==> src/hw/rtl/tla_pkg.sv <==
// ----------------------------------------------------------------------------
// tla_pkg
// Shared types and constants of the tour length argmin unit: stream layout,
// command codes, length and tour number types, queue entry flags.
// ----------------------------------------------------------------------------
package tla_pkg;

    // stream widths, tdata padded to whole bytes
    localparam int IN_TDATA_W  = 40;
    localparam int IN_TUSER_W  = 2;
    localparam int OUT_TDATA_W = 72;

    // field widths fixed by the stream layout
    localparam int IDX_W = 6;
    localparam int NUM_W = 10;
    localparam int LEN_W = 23;

    typedef logic [NUM_W-1:0] num_t;
    typedef logic [LEN_W-1:0] len_t;

    // length saturation value
    localparam len_t LEN_MAX = {LEN_W{1'b1}};

    // queue between front and back
    localparam int QUEUE_DEPTH = 4;
    localparam int LEVEL_W     = 3;

    // command codes carried in tuser bit 0
    typedef enum logic
    {
        CMD_LOAD  = 1'b0,
        CMD_VISIT = 1'b1
    } cmd_t;

    // classification of one visit, travels with its coordinates
    typedef struct packed
    {
        logic idx_ok;
        logic last_tour;
        logic last_batch;
    } visit_flags_t;

    localparam int FLAGS_W = $bits(visit_flags_t);

endpackage

==> src/hw/rtl/tla_ram.sv <==
// ----------------------------------------------------------------------------
// tla_ram
// Generic single write port, single read port RAM with registered read data.
// ----------------------------------------------------------------------------
module tla_ram
#(
    parameter int WIDTH  = 32,
    parameter int DEPTH  = 64,
    parameter int ADDR_W = (DEPTH > 1) ? $clog2(DEPTH) : 1
)
(
    input  logic              clk,
    input  logic              wr_en,
    input  logic [ADDR_W-1:0] wr_addr,
    input  logic [WIDTH-1:0]  wr_data,
    input  logic              rd_en,
    input  logic [ADDR_W-1:0] rd_addr,
    output logic [WIDTH-1:0]  rd_data
);

    logic [WIDTH-1:0] mem [DEPTH];
    logic [WIDTH-1:0] rd_data_reg;

    // write port
    always_ff @(posedge clk)
    begin
        if (wr_en)
        begin
            mem[wr_addr] <= wr_data;
        end
    end

    // registered read port
    always_ff @(posedge clk)
    begin
        if (rd_en)
        begin
            rd_data_reg <= mem[rd_addr];
        end
    end

    assign rd_data = rd_data_reg;

endmodule

==> src/hw/rtl/tla_fifo.sv <==
// ----------------------------------------------------------------------------
// tla_fifo
// Short register queue between front and back, reports its fill level.
// ----------------------------------------------------------------------------
module tla_fifo
#(
    parameter int WIDTH = 35,
    parameter int DEPTH = 4,
    parameter int CNT_W = $clog2(DEPTH + 1)
)
(
    input  logic             clk,
    input  logic             rst_n,
    input  logic             push,
    input  logic [WIDTH-1:0] push_data,
    input  logic             pop,
    output logic [WIDTH-1:0] pop_data,
    output logic             empty,
    output logic [CNT_W-1:0] level
);

    localparam int PTR_W = (DEPTH > 1) ? $clog2(DEPTH) : 1;
    localparam logic [PTR_W-1:0] PTR_LAST = PTR_W'(DEPTH - 1);

    logic [WIDTH-1:0] mem_reg [DEPTH];
    logic [PTR_W-1:0] wr_ptr_reg, wr_ptr_next;
    logic [PTR_W-1:0] rd_ptr_reg, rd_ptr_next;
    logic [CNT_W-1:0] count_reg, count_next;

    // pointer and count update
    always_comb
    begin
        wr_ptr_next = wr_ptr_reg;
        rd_ptr_next = rd_ptr_reg;
        count_next  = count_reg;
        if (push)
        begin
            wr_ptr_next = (wr_ptr_reg == PTR_LAST) ? '0 : wr_ptr_reg + 1'b1;
        end
        if (pop)
        begin
            rd_ptr_next = (rd_ptr_reg == PTR_LAST) ? '0 : rd_ptr_reg + 1'b1;
        end
        if (push && !pop)
        begin
            count_next = count_reg + 1'b1;
        end
        else if (pop && !push)
        begin
            count_next = count_reg - 1'b1;
        end
    end

    always_ff @(posedge clk or negedge rst_n)
    begin
        if (!rst_n)
        begin
            wr_ptr_reg <= '0;
            rd_ptr_reg <= '0;
            count_reg  <= '0;
        end
        else
        begin
            wr_ptr_reg <= wr_ptr_next;
            rd_ptr_reg <= rd_ptr_next;
            count_reg  <= count_next;
        end
    end

    // entry storage
    always_ff @(posedge clk)
    begin
        if (push)
        begin
            mem_reg[wr_ptr_reg] <= push_data;
        end
    end

    assign pop_data = mem_reg[rd_ptr_reg];
    assign empty    = (count_reg == '0);
    assign level    = count_reg;

endmodule

==> src/hw/rtl/tla_front.sv <==
// ----------------------------------------------------------------------------
// tla_front
// Input side: accepts stream transactions, writes city coordinates into the
// table, looks up visited cities and hands them to the queue with their flags.
// ----------------------------------------------------------------------------
module tla_front
#(
    parameter int MAX_CITIES = 64,
    parameter int COORD_BITS = 16
)
(
    input  logic                            clk,
    input  logic                            rst_n,
    // input stream
    input  logic                            s_tvalid,
    output logic                            s_tready,
    input  logic [tla_pkg::IN_TDATA_W-1:0]  s_tdata,
    input  logic                            s_tlast,
    input  logic [tla_pkg::IN_TUSER_W-1:0]  s_tuser,
    // queue side
    input  logic [tla_pkg::LEVEL_W-1:0]     queue_level,
    output logic                            push,
    output tla_pkg::visit_flags_t           push_flags,
    output logic [COORD_BITS-1:0]           push_x,
    output logic [COORD_BITS-1:0]           push_y
);

    localparam int CW        = COORD_BITS;
    localparam int TAB_DEPTH = (MAX_CITIES < 64) ? MAX_CITIES : 64;
    localparam int AW        = $clog2(TAB_DEPTH);

    tla_pkg::cmd_t               cmd;
    logic [tla_pkg::IDX_W-1:0]   idx;
    logic                        idx_ok;
    logic                        accept;
    logic                        wr_en;
    logic                        rd_en;
    logic [CW-1:0]               x_w;
    logic [CW-1:0]               y_w;
    logic [2*CW-1:0]             rd_data;
    logic [tla_pkg::LEVEL_W:0]   in_use;
    logic                        pending_reg;
    tla_pkg::visit_flags_t       flags_reg;

    // field decode
    assign cmd    = tla_pkg::cmd_t'(s_tuser[0]);
    assign idx    = s_tdata[5:0];
    assign idx_ok = ({1'b0, idx} < (tla_pkg::IDX_W + 1)'(TAB_DEPTH));

    // keep the low coordinate bits; wider coordinates are zero-extended
    generate
        if (CW <= 16)
        begin : g_narrow
            assign x_w = s_tdata[6 +: CW];
            assign y_w = s_tdata[22 +: CW];
        end
        else
        begin : g_wide
            assign x_w = {{(CW-16){1'b0}}, s_tdata[21:6]};
            assign y_w = {{(CW-16){1'b0}}, s_tdata[37:22]};
        end
    endgenerate

    // accept only while the queue has room for every lookup in flight
    assign in_use   = {1'b0, queue_level} + (tla_pkg::LEVEL_W + 1)'(pending_reg);
    assign s_tready = (in_use < (tla_pkg::LEVEL_W + 1)'(tla_pkg::QUEUE_DEPTH));
    assign accept   = s_tvalid && s_tready;

    assign wr_en = accept && (cmd == tla_pkg::CMD_LOAD) && idx_ok;
    assign rd_en = accept && (cmd == tla_pkg::CMD_VISIT);

    // coordinate table, x in the upper half
    tla_ram
    #(
        .WIDTH (2 * CW),
        .DEPTH (TAB_DEPTH)
    )
    u_table
    (
        .clk     (clk),
        .wr_en   (wr_en),
        .wr_addr (idx[AW-1:0]),
        .wr_data ({x_w, y_w}),
        .rd_en   (rd_en),
        .rd_addr (idx[AW-1:0]),
        .rd_data (rd_data)
    );

    // lookup in flight
    always_ff @(posedge clk or negedge rst_n)
    begin
        if (!rst_n)
        begin
            pending_reg <= 1'b0;
        end
        else
        begin
            pending_reg <= rd_en;
        end
    end

    always_ff @(posedge clk)
    begin
        if (rd_en)
        begin
            flags_reg.idx_ok     <= idx_ok;
            flags_reg.last_tour  <= s_tlast;
            flags_reg.last_batch <= s_tuser[1];
        end
    end

    // out of range cities read as the origin
    assign push       = pending_reg;
    assign push_flags = flags_reg;
    assign push_x     = flags_reg.idx_ok ? rd_data[2*CW-1:CW] : '0;
    assign push_y     = flags_reg.idx_ok ? rd_data[CW-1:0]    : '0;

endmodule

==> src/hw/rtl/tla_back.sv <==
// ----------------------------------------------------------------------------
// tla_back
// Execution side: hop distances, running tour length, best tour selection
// and the output register. Three stages that advance together.
// ----------------------------------------------------------------------------
module tla_back
#(
    parameter int MAX_TOURS  = 1024,
    parameter int COORD_BITS = 16
)
(
    input  logic                            clk,
    input  logic                            rst_n,
    // queue side
    input  logic                            queue_empty,
    output logic                            pop,
    input  tla_pkg::visit_flags_t           pop_flags,
    input  logic [COORD_BITS-1:0]           pop_x,
    input  logic [COORD_BITS-1:0]           pop_y,
    // result stream
    output logic                            m_tvalid,
    input  logic                            m_tready,
    output logic [tla_pkg::OUT_TDATA_W-1:0] m_tdata,
    output logic                            m_tlast
);

    localparam int CW = COORD_BITS;
    localparam int SW = (CW + 2 > tla_pkg::LEN_W + 1) ? CW + 2 : tla_pkg::LEN_W + 1;
    localparam tla_pkg::num_t TOUR_CAP =
        tla_pkg::num_t'((MAX_TOURS < 1024) ? MAX_TOURS - 1 : 1023);

    // saturated |dx|+|dy|
    function automatic tla_pkg::len_t hop(input logic [CW-1:0] ax, input logic [CW-1:0] ay,
                                          input logic [CW-1:0] bx, input logic [CW-1:0] by);
        logic [CW:0]   dx;
        logic [CW:0]   dy;
        logic [CW:0]   mx;
        logic [CW:0]   my;
        logic [SW-1:0] s;
        dx  = {ax[CW-1], ax} - {bx[CW-1], bx};
        dy  = {ay[CW-1], ay} - {by[CW-1], by};
        mx  = dx[CW] ? (~dx + 1'b1) : dx;
        my  = dy[CW] ? (~dy + 1'b1) : dy;
        s   = SW'(mx) + SW'(my);
        hop = (s > SW'(tla_pkg::LEN_MAX)) ? tla_pkg::LEN_MAX : s[tla_pkg::LEN_W-1:0];
    endfunction

    // saturated length sum
    function automatic tla_pkg::len_t sat_add(input tla_pkg::len_t a, input tla_pkg::len_t b);
        logic [tla_pkg::LEN_W:0] s;
        s       = {1'b0, a} + {1'b0, b};
        sat_add = s[tla_pkg::LEN_W] ? tla_pkg::LEN_MAX : s[tla_pkg::LEN_W-1:0];
    endfunction

    logic              enable;

    // stage a: hop unit state
    logic              in_tour_reg;
    logic [CW-1:0]     first_x_reg, first_y_reg, prev_x_reg, prev_y_reg;
    logic [CW-1:0]     first_x_next, first_y_next;
    logic              valid_a_reg;
    logic              start_a_reg, last_tour_a_reg, last_batch_a_reg;
    tla_pkg::len_t     hop_prev_a_reg, hop_close_a_reg;

    // stage b: running length
    tla_pkg::len_t     run_reg, run_next;
    tla_pkg::len_t     len_next;
    logic              valid_b_reg;
    logic              last_batch_b_reg;
    tla_pkg::len_t     len_b_reg;

    // stage c: selection and output register
    tla_pkg::num_t     count_reg;
    tla_pkg::len_t     best_len_reg, best_len_next;
    tla_pkg::num_t     best_idx_reg, best_idx_next;
    logic              better;
    logic              out_valid_reg;
    tla_pkg::num_t     out_num_reg, out_best_idx_reg;
    tla_pkg::len_t     out_len_reg, out_best_len_reg;
    logic              out_last_reg;

    // the whole back pipeline holds while a result waits
    assign enable = !out_valid_reg || m_tready;
    assign pop    = enable && !queue_empty;

    // first city of a tour becomes the closing point
    assign first_x_next = in_tour_reg ? first_x_reg : pop_x;
    assign first_y_next = in_tour_reg ? first_y_reg : pop_y;

    always_ff @(posedge clk or negedge rst_n)
    begin
        if (!rst_n)
        begin
            in_tour_reg <= 1'b0;
            first_x_reg <= '0;
            first_y_reg <= '0;
            prev_x_reg  <= '0;
            prev_y_reg  <= '0;
            valid_a_reg <= 1'b0;
        end
        else
        begin
            if (enable)
            begin
                valid_a_reg <= pop;
            end
            if (pop)
            begin
                in_tour_reg <= !pop_flags.last_tour;
                first_x_reg <= first_x_next;
                first_y_reg <= first_y_next;
                prev_x_reg  <= pop_x;
                prev_y_reg  <= pop_y;
            end
        end
    end

    // both hops of this city in parallel
    always_ff @(posedge clk)
    begin
        if (pop)
        begin
            start_a_reg      <= !in_tour_reg;
            last_tour_a_reg  <= pop_flags.last_tour;
            last_batch_a_reg <= pop_flags.last_batch;
            hop_prev_a_reg   <= hop(prev_x_reg, prev_y_reg, pop_x, pop_y);
            hop_close_a_reg  <= hop(pop_x, pop_y, first_x_next, first_y_next);
        end
    end

    // running length and closed length
    assign run_next = start_a_reg ? '0 : sat_add(run_reg, hop_prev_a_reg);
    assign len_next = sat_add(run_next, hop_close_a_reg);

    always_ff @(posedge clk or negedge rst_n)
    begin
        if (!rst_n)
        begin
            run_reg     <= '0;
            valid_b_reg <= 1'b0;
        end
        else if (enable)
        begin
            valid_b_reg <= valid_a_reg && last_tour_a_reg;
            if (valid_a_reg)
            begin
                run_reg <= last_tour_a_reg ? '0 : run_next;
            end
        end
    end

    always_ff @(posedge clk)
    begin
        if (enable && valid_a_reg)
        begin
            len_b_reg        <= len_next;
            last_batch_b_reg <= last_batch_a_reg;
        end
    end

    // best tour, strictly shorter replaces
    assign better        = (len_b_reg < best_len_reg);
    assign best_len_next = better ? len_b_reg : best_len_reg;
    assign best_idx_next = better ? count_reg : best_idx_reg;

    always_ff @(posedge clk or negedge rst_n)
    begin
        if (!rst_n)
        begin
            count_reg     <= '0;
            best_len_reg  <= tla_pkg::LEN_MAX;
            best_idx_reg  <= '0;
            out_valid_reg <= 1'b0;
        end
        else if (enable)
        begin
            out_valid_reg <= valid_b_reg;
            if (valid_b_reg)
            begin
                if (last_batch_b_reg)
                begin
                    count_reg    <= '0;
                    best_len_reg <= tla_pkg::LEN_MAX;
                    best_idx_reg <= '0;
                end
                else
                begin
                    best_len_reg <= best_len_next;
                    best_idx_reg <= best_idx_next;
                    if (count_reg < TOUR_CAP)
                    begin
                        count_reg <= count_reg + 1'b1;
                    end
                end
            end
        end
    end

    // result payload
    always_ff @(posedge clk)
    begin
        if (enable && valid_b_reg)
        begin
            out_num_reg      <= count_reg;
            out_len_reg      <= len_b_reg;
            out_best_idx_reg <= best_idx_next;
            out_best_len_reg <= best_len_next;
            out_last_reg     <= last_batch_b_reg;
        end
    end

    assign m_tvalid = out_valid_reg;
    assign m_tdata  = {6'b0, out_best_len_reg, out_best_idx_reg, out_len_reg, out_num_reg};
    assign m_tlast  = out_last_reg;

endmodule

==> src/hw/rtl/tour_length_argmin_unit.sv <==
// ----------------------------------------------------------------------------
// tour_length_argmin_unit
// Scores closed tours by L1 length and reports the shortest of each batch.
// ----------------------------------------------------------------------------
// Input stream s_*: one transaction per item. tuser[0] is the command: a load
// writes the x,y coordinate of a city into the table, a visit names the next
// city of the current tour. s_tlast marks the last city of a tour, tuser[1]
// on that city marks the last tour of a batch.
// Output stream m_*: one transaction per finished tour with tour number,
// closed length, best index and best length so far; m_tlast marks the batch
// end, after which numbering and best values start over.
// Throughput: one item per cycle while the receiver does not stall. A result
// travels from the accepted last city through the table read, queue, hop
// stage, length stage and output register.
// The table lookup and the three back stages are decoupled by a 4-entry
// queue; when the receiver stalls, the back stages hold, the queue fills and
// s_tready drops once the queue and the lookup in flight reach its depth.
// Reset clears tour state, tour counter and best values; the coordinate
// table needs no clearing and must be loaded before its cities are visited.
// ----------------------------------------------------------------------------
module tour_length_argmin_unit
#(
    parameter int MAX_CITIES = 64,
    parameter int MAX_TOURS  = 1024,
    parameter int COORD_BITS = 16
)
(
    input  logic                            clk,
    input  logic                            rst_n,
    // input stream
    input  logic                            s_tvalid,
    output logic                            s_tready,
    // city_index[5:0], x_coord[21:6], y_coord[37:22], zero pad
    input  logic [tla_pkg::IN_TDATA_W-1:0]  s_tdata,
    // last_in_tour
    input  logic                            s_tlast,
    // command[0], last_in_batch[1]
    input  logic [tla_pkg::IN_TUSER_W-1:0]  s_tuser,
    // result stream
    output logic                            m_tvalid,
    input  logic                            m_tready,
    // tour_number[9:0], tour_length[32:10], best_index[42:33],
    // best_length[65:43], zero pad
    output logic [tla_pkg::OUT_TDATA_W-1:0] m_tdata,
    // batch_done
    output logic                            m_tlast
);

    localparam int QW = tla_pkg::FLAGS_W + 2 * COORD_BITS;

    logic                          push;
    tla_pkg::visit_flags_t         push_flags;
    logic [COORD_BITS-1:0]         push_x, push_y;
    logic                          pop;
    logic [QW-1:0]                 pop_data;
    logic                          queue_empty;
    logic [tla_pkg::LEVEL_W-1:0]   queue_level;
    tla_pkg::visit_flags_t         pop_flags;

    // accept, table and classification
    tla_front
    #(
        .MAX_CITIES (MAX_CITIES),
        .COORD_BITS (COORD_BITS)
    )
    u_front
    (
        .clk         (clk),
        .rst_n       (rst_n),
        .s_tvalid    (s_tvalid),
        .s_tready    (s_tready),
        .s_tdata     (s_tdata),
        .s_tlast     (s_tlast),
        .s_tuser     (s_tuser),
        .queue_level (queue_level),
        .push        (push),
        .push_flags  (push_flags),
        .push_x      (push_x),
        .push_y      (push_y)
    );

    // visit queue
    tla_fifo
    #(
        .WIDTH (QW),
        .DEPTH (tla_pkg::QUEUE_DEPTH),
        .CNT_W (tla_pkg::LEVEL_W)
    )
    u_queue
    (
        .clk       (clk),
        .rst_n     (rst_n),
        .push      (push),
        .push_data ({push_flags, push_x, push_y}),
        .pop       (pop),
        .pop_data  (pop_data),
        .empty     (queue_empty),
        .level     (queue_level)
    );

    assign pop_flags = tla_pkg::visit_flags_t'(pop_data[QW-1:2*COORD_BITS]);

    // lengths, selection, output register
    tla_back
    #(
        .MAX_TOURS  (MAX_TOURS),
        .COORD_BITS (COORD_BITS)
    )
    u_back
    (
        .clk         (clk),
        .rst_n       (rst_n),
        .queue_empty (queue_empty),
        .pop         (pop),
        .pop_flags   (pop_flags),
        .pop_x       (pop_data[2*COORD_BITS-1:COORD_BITS]),
        .pop_y       (pop_data[COORD_BITS-1:0]),
        .m_tvalid    (m_tvalid),
        .m_tready    (m_tready),
        .m_tdata     (m_tdata),
        .m_tlast     (m_tlast)
    );

endmodule

==> config.mk <==
export PLATFORM = sky130hd
export DESIGN_NAME = tour_length_argmin_unit
export DESIGN_NICKNAME = d
export VERILOG_FILES = /design/src/hw/rtl/tla_pkg.sv /design/src/hw/rtl/tla_ram.sv /design/src/hw/rtl/tla_fifo.sv /design/src/hw/rtl/tla_front.sv /design/src/hw/rtl/tla_back.sv /design/src/hw/rtl/tour_length_argmin_unit.sv
export SDC_FILE = /design/constraint.sdc
export NUM_CORES = 2
export LEC_CHECK = 0
export BUFFER_PORTS_ARGS = -buffer_cell sky130_fd_sc_hd__buf_2
export CAP_MARGIN = 20
export CORE_MARGIN = 5
export CORE_UTILIZATION = 40
export DETAILED_ROUTE_END_ITERATION = 10
export PLACE_DENSITY = 0.52
export SYNTH_ARGS = -nofsm -noshare
export SYNTH_HDL_FRONTEND = slang
export SYNTH_SLANG_ARGS = --single-unit
==> constraint.sdc <==
create_clock -name clk -period 8.5 [get_ports clk]
set_clock_uncertainty 0.05 [all_clocks]
set_input_delay 1.275 -clock clk [delete_from_list [all_inputs] [get_ports clk]]
set_output_delay 1.275 -clock clk [all_outputs]
set_load 0.01 [all_outputs]
-- Word level (Yosys, flattened, before mapping)
Memory sizes are Yosys's and may differ from the RTL's. A register that Yosys moved wholly into a read port is not among the register bits.
Cells that the tools add are included.
- register bits after elaboration: 284
- RAM bits: 2184
- bits of input ports: 47
- output and inout port bits: 75
- memories kept: 2
- memory list (memory ; words ; width ; read ports ; clocked after memory_dff ; wr ports ; RTL line ; text):
    u_front.u_table.mem ; 64 ; 32 ; 1 ; 1 ; 1 ; tla_ram.sv:21 ; logic [WIDTH-1:0] mem [DEPTH];
    u_queue.mem_reg ; 4 ; 34 ; 1 ; 0 ; 1 ; tla_fifo.sv:25 ; logic [WIDTH-1:0] mem_reg [DEPTH];
- add/sub/neg operators: 18
- order comparisons: 5
- eq/ne operators: 2
- mux-type cells: 23
- bitwise logic cells: 5
- reduce and logical (&&, ||, !) cells: 22
- operator list (cell ; number):
    $mux W23 ; 5
    $add A17 B1 Y17 const B ; 4
    $mux W17 ; 4
    $not A17 Y17 ; 4
    $sub A16 B16 Y17 ; 4
    $add A23 B23 Y24 ; 2
    $gt A24 B23 Y1 const B ; 2
    $mux W10 ; 4
    $add A17 B17 Y18 ; 2
    $mux W16 ; 2
    $lt A23 B23 Y1 ; 1
    $add A10 B1 Y10 const B ; 1
    $lt A10 B10 Y1 const B ; 1
    $logic_and A1 B1 Y1 ; 9
    $logic_not A1 Y1 ; 6
    $mux W3 ; 2
    $add A2 B1 Y2 const B ; 2
    $add A3 B1 Y4 ; 1
    $eq A2 B2 Y1 const B ; 2
    $lt A4 B3 Y1 const B ; 1
    $mux W1 ; 4
    $mux W2 ; 2
    $reduce_and A2 Y1 ; 2
    $reduce_bool A2 Y1 ; 2
    other kinds (6) ; 6

-- Depth between registers and ports, before layout
An unclocked memory read counts as a cell.
- depth in word-level cells: 8
- mapped depth: 26
- depth with buffers taken out: 24

-- Modules after synthesis
A second synthesis with hierarchy kept.
- cell total of the unflattened synthesis: 5440
- area, all modules: 103092.6 um^2
- by module, submodules not included (module ; times used ; cells an instance ; area each (um^2) ; seq. area each (um^2)):
    tla_ram ; 1 ; 3324 ; 78835.6 ; 62459.9
    tla_back ; 1 ; 1887 ; 18607.8 ; 7285.7
    tla_fifo ; 1 ; 219 ; 5514.0 ; 4379.2
    tla_front ; 1 ; 10 ; 135.1 ; 85.1

-- Least setup slack after synthesis
No wires, ideal clock.
- path type: register -> register
- start: reg u_queue.rd_ptr_reg[0]
- end: reg u_back.hop_close_a_reg[17], data pin
- arrival: 6111 ps
- required time: 8194 ps
- setup slack: 2083 ps
- cell stages (with the launch flop): 25
- clock period less this slack: 6417 ps
- path through: dfrtp_1 -> clkbuf_1 -> buf_1 -> mux4_2 -> mux2i_1 -> ha_1 -> nor2b_1 -> o21ai_1 -> a21oi_1 -> o21ai_0 -> o221a_2 -> a21o_1 -> a31o_2 -> clkbuf_1 -> o21ai_0 -> ha_1 -> a21o_1 -> a21oi_1 -> nor2b_1 -> o21ai_0 -> a211oi_1 -> or3_1 -> a31oi_1 -> o21ai_0 -> a31o_2
- cells in the longest elaborated chain, start to end: 8
- elaborated cells on any way between the ends: 13
- classes of those cells: 5 x add/sub; 1 x order compare; 4 x mux; 2 x bitwise; 1 x memory
- RTL lines (element ; RTL line ; text):
    start, declared ; tla_fifo.sv:27 ; logic [PTR_W-1:0] rd_ptr_reg, rd_ptr_next;
    start signal, assigned ; tla_fifo.sv:65 ; rd_ptr_reg <= rd_ptr_next;
    $mem_v2 Z4 W34 (*) ; - ;
    named net pop_data[18] ; tour_length_argmin_unit.sv:55 ; logic [QW-1:0] pop_data;
    $mux W16 ; tla_back.sv:87 ; assign first_x_next = in_tour_reg ? first_x_reg : pop_x;
    $sub A16 B16 Y17 (*) ; tla_back.sv:40 ; dx = {ax[CW-1], ax} - {bx[CW-1], bx};
    $not A17 Y17 ; tla_back.sv:42 ; mx = dx[CW] ? (~dx + 1'b1) : dx;
    $add A17 B1 Y17 ; tla_back.sv:42 ;
    $mux W17 (*) ; tla_back.sv:42 ;
    $add A17 B17 Y18 (*) ; tla_back.sv:44 ; s = SW'(mx) + SW'(my);
    $gt A24 B23 Y1 ; tla_back.sv:45 ; hop = (s > SW'(tla_pkg::LEN_MAX)) ? tla_pkg::LEN_MAX : s[tla_pkg::LEN_W-1:0];
    end signal, assigned ; tla_back.sv:127 ; hop_close_a_reg <= hop(pop_x, pop_y, first_x_next, first_y_next);
    end, declared ; tla_back.sv:63 ; tla_pkg::len_t hop_prev_a_reg, hop_close_a_reg;
Mark *: on every way through the listed nets, which the timed path passes. The rest lies on a longest branch.
A chain may end at the register's enable or synchronous reset.

-- Worst setup path after layout
- start: reg u_queue.rd_ptr_reg[0]
- end: reg u_back.hop_close_a_reg[17], data pin
- cells in the longest elaborated chain, start to end: 8
- elaborated cells on any way between the ends: 13
- classes of those cells: 5 x add/sub; 1 x order compare; 4 x mux; 2 x bitwise; 1 x memory
- RTL lines (element ; RTL line ; text):
    $mem_v2 Z4 W34 (*) ; - ;
    named net pop_data[16] ; tour_length_argmin_unit.sv:55 ;
    $mux W16 (*) ; tla_back.sv:87 ;
    named net u_back.first_x_next[0] ; tla_back.sv:60 ; logic [CW-1:0] first_x_next, first_y_next;
    $sub A16 B16 Y17 (*) ; tla_back.sv:40 ;
    $not A17 Y17 ; tla_back.sv:42 ;
    $add A17 B1 Y17 ; tla_back.sv:42 ;
    $mux W17 (*) ; tla_back.sv:42 ;
    $add A17 B17 Y18 (*) ; tla_back.sv:44 ;
    $gt A24 B23 Y1 ; tla_back.sv:45 ;
Marked as above.

==> metrics <==
outcome complete, no violations; Slew @ Worst Pin 1110 ps; Reg power frac 34.4%; crit-path max FO 13; post-layout util 45.9%; vias per inst 5.90; initial antenna violation count 14; count leader, synth edfxtp_1; Setup CP Type flop to flop; Net Sw Power 15.9 mW; dpl cell area 104000 µm²; Sw Share 35.1%; synthesis-to-finish area growth 14.4%; number of synthesized flops with an enable pin 2348; initial core utilization 40.1%; clk slew on worst S/H paths 60 ps; Ports 122; die area 256000 µm²; clk_lat worst skew 930 ps; clock share of power 25.2%; Die X 506 µm; Setup crit start kind flop; GP Congestion 0.845; Rows 182; Int Pwr 29.4 mW; sequential share of the synthesized area 75.3%; pwr dens 403 nW/µm²; #FFs+latches synth 2490; DP Wirelength 162000 µm; crit end category flop; Post-synth top flop edfxtp_1; DRC viols 0; first-pass GRT wire length 408000 µm; share of layout cells above drive strength 1 13.8%; Hold-fix buffers, CTS 0; Yosys warnings 0; drt total wl 288000 µm; Synth area leader edfxtp_1; CTS max path bufs 4; GR Util All Layers 21.8%; Port Buffers 113; largest net degree at the start of global routing 109; postcts setup bufs 0; Max Cap Violations 0; Period minus WS final 6740 ps; number of global-route vias before repair 55400; mapped cell area 98400 µm²; CTS tree done; worst vdd ir 675 µV; clock sinks 2490; drt first-iter violations 5742; Logic pwr share 40.4%; Cells after Synth 6051; core area 245000 µm²; fin. max-slew vios 0; fin area 113000 µm²; Vias 57300; die height 506 µm; Final Hold Fails 0; H-tree Lvls 5; fin crit share 79.3%; max_slew headroom 25.1%; nets 6514; RSZ-0062 raised after global routing false; Synth async-reset ratio 5.70%; Routed wire per std cell 29.6 µm; top cells by count, synth 2348 x edfxtp_1, 657 x a22oi_1, 281 x clkbuf_1, 212 x nor2_1, 207 x a21oi_1; final setup vio count 0; CP Data Required Time 9060 ps; syn avg cell area 16.3 µm²; hold crit path type input port to async pin; Overflow after GRT 0; setup total negative slack 0 ps; drt pass-1 iters 5; Worst EP arrival 7300 ps; max reg flops 2048; TritonCTS buffer count 285; Unique masters post-synth 90; post-cts resize count 0; top cells by area, synth edfxtp_1 72%, a22oi_1 5.0%, dfrtp_1 3.0%; Leak Pwr 36.5 nW; ANT nets after route 0; maximum clock rate 0.148 GHz; post-synth top area share 71.6%; CTS root buf clkbuf_16
layer usage:
metal | routed length, µm | share of wire [%] | vias to the layer above | GRT usage (%)
met5 | 71 | 0.025 | - | 0
met4 | 8760 | 3.0 | 10 | 6.20
met3 | 18700 | 6.5 | 459 | 3.55
met2 | 136000 | 47 | 2026 | 35.1
met1 | 124000 | 43 | 29600 | 30.6
li1 | - | - | 25200 | -
worst max-delay path, cell delays in order, from the launching register on:
cell and delay (ps):
dfrtp_2 590, mux4_2 590, inv_1 110, o21ai_0 110, ha_1 230, fa_1 380
nor2b_1 240, o21ai_1 120, a21oi_1 340, o21ai_0 180, o221a_2 330, a21o_1 190
a31o_2 310, o21ai_0 360, ha_1 300, a21o_1 160, a21oi_1 240, nor2b_1 70
o21ai_0 310, a211oi_1 160, or3_1 420, a31oi_1 250, o21ai_0 160, a31o_2 270
final cells by class:
class / instances / area (µm²)
diodes: 3 / 7.51
clock buffers: 347 / 7500
clock inverters: 138 / 1090
fillers: 21200 / 133000
inverters: 124 / 465
multi-input cells: 3102 / 23200
flip-flops and latches: 2490 / 74100
well taps: 3220 / 4030
repair buffers: 288 / 2280
per-stage QoR:
stage	worst slack (ps)	hold slack (ps)	total power, mW	std cells
2_1_floorplan	2080	350	29.6	6056
3_3_place_gp	1770	357	34.1	9207
3_5_place_dp	1760	365	34.1	9208
4_1_cts	1720	241	45.7	9693
5_1_grt	1270	270	48.2	9710
6_report	1760	294	45.4	9712
final timing paths:
path                                               to  depth (start not counted)               startpoint  slack (ps)
max                        u_back.hop_close_a_reg[17]                         23    u_queue.rd_ptr_reg[0]        1760
min                            u_back.best_idx_reg[9]                          1                    rst_n         290
max reg2reg                u_back.hop_close_a_reg[17]                         23    u_queue.rd_ptr_reg[0]        1760
min reg2reg                   u_back.last_batch_b_reg                          0  u_back.last_batch_a_reg         380
max in group asynchronous       u_back.prev_x_reg[14]                          2                    rst_n        6800
min in group clk              u_back.last_batch_b_reg                          0  u_back.last_batch_a_reg         380
cell families (layout without fill, tap and decap cells):
logic type	after synthesis	count (layout)	share of synthesized area [%]
other	1	9	0.00381
adders and majority gates	176	176	2.31
DFF	2490	2490	75.3
xor gates and xnor gates	166	166	1.48
buffers and inverters	464	897	1.80
muxes	94	94	1.43
and+or+nand+nor	799	799	4.00
AOI/OAI and AO/OA	1861	1861	13.7
placed cells by master (no fill, tap or decap), types with 73 or more instances in the layout:
| master | n |
|---|---|
| dfrtp_1 | 118 |
| clkbuf_16 | 290 |
| xnor2_1 | 113 |
| inv_1 | 121 |
| a31oi_1 | 181 |
| clkinv_1 | 73 |
| buf_4 | 145 |
| a21oi_1 | 207 |
| nor2_1 | 144 |
| edfxtp_1 | 2348 |
| ha_1 | 167 |
| a22oi_1 | 657 |
| nand2_1 | 193 |
| buf_2 | 112 |
| nand4_1 | 104 |
| o21ai_0 | 184 |
| a22o_1 | 202 |
| a221oi_1 | 184 |
power by group through the flow:
stage          clock network, mW  registers (mW)  logic [mW]
2_1_floorplan                  0            15.7        13.8
3_3_place_gp                   0            15.8        18.3
3_5_place_dp                   0            15.9        18.3
4_1_cts                     11.7            15.6        18.4
5_1_grt                     12.2            15.7        20.3
6_report                    11.5            15.6        18.3
(Power assumes the default switching activity.)
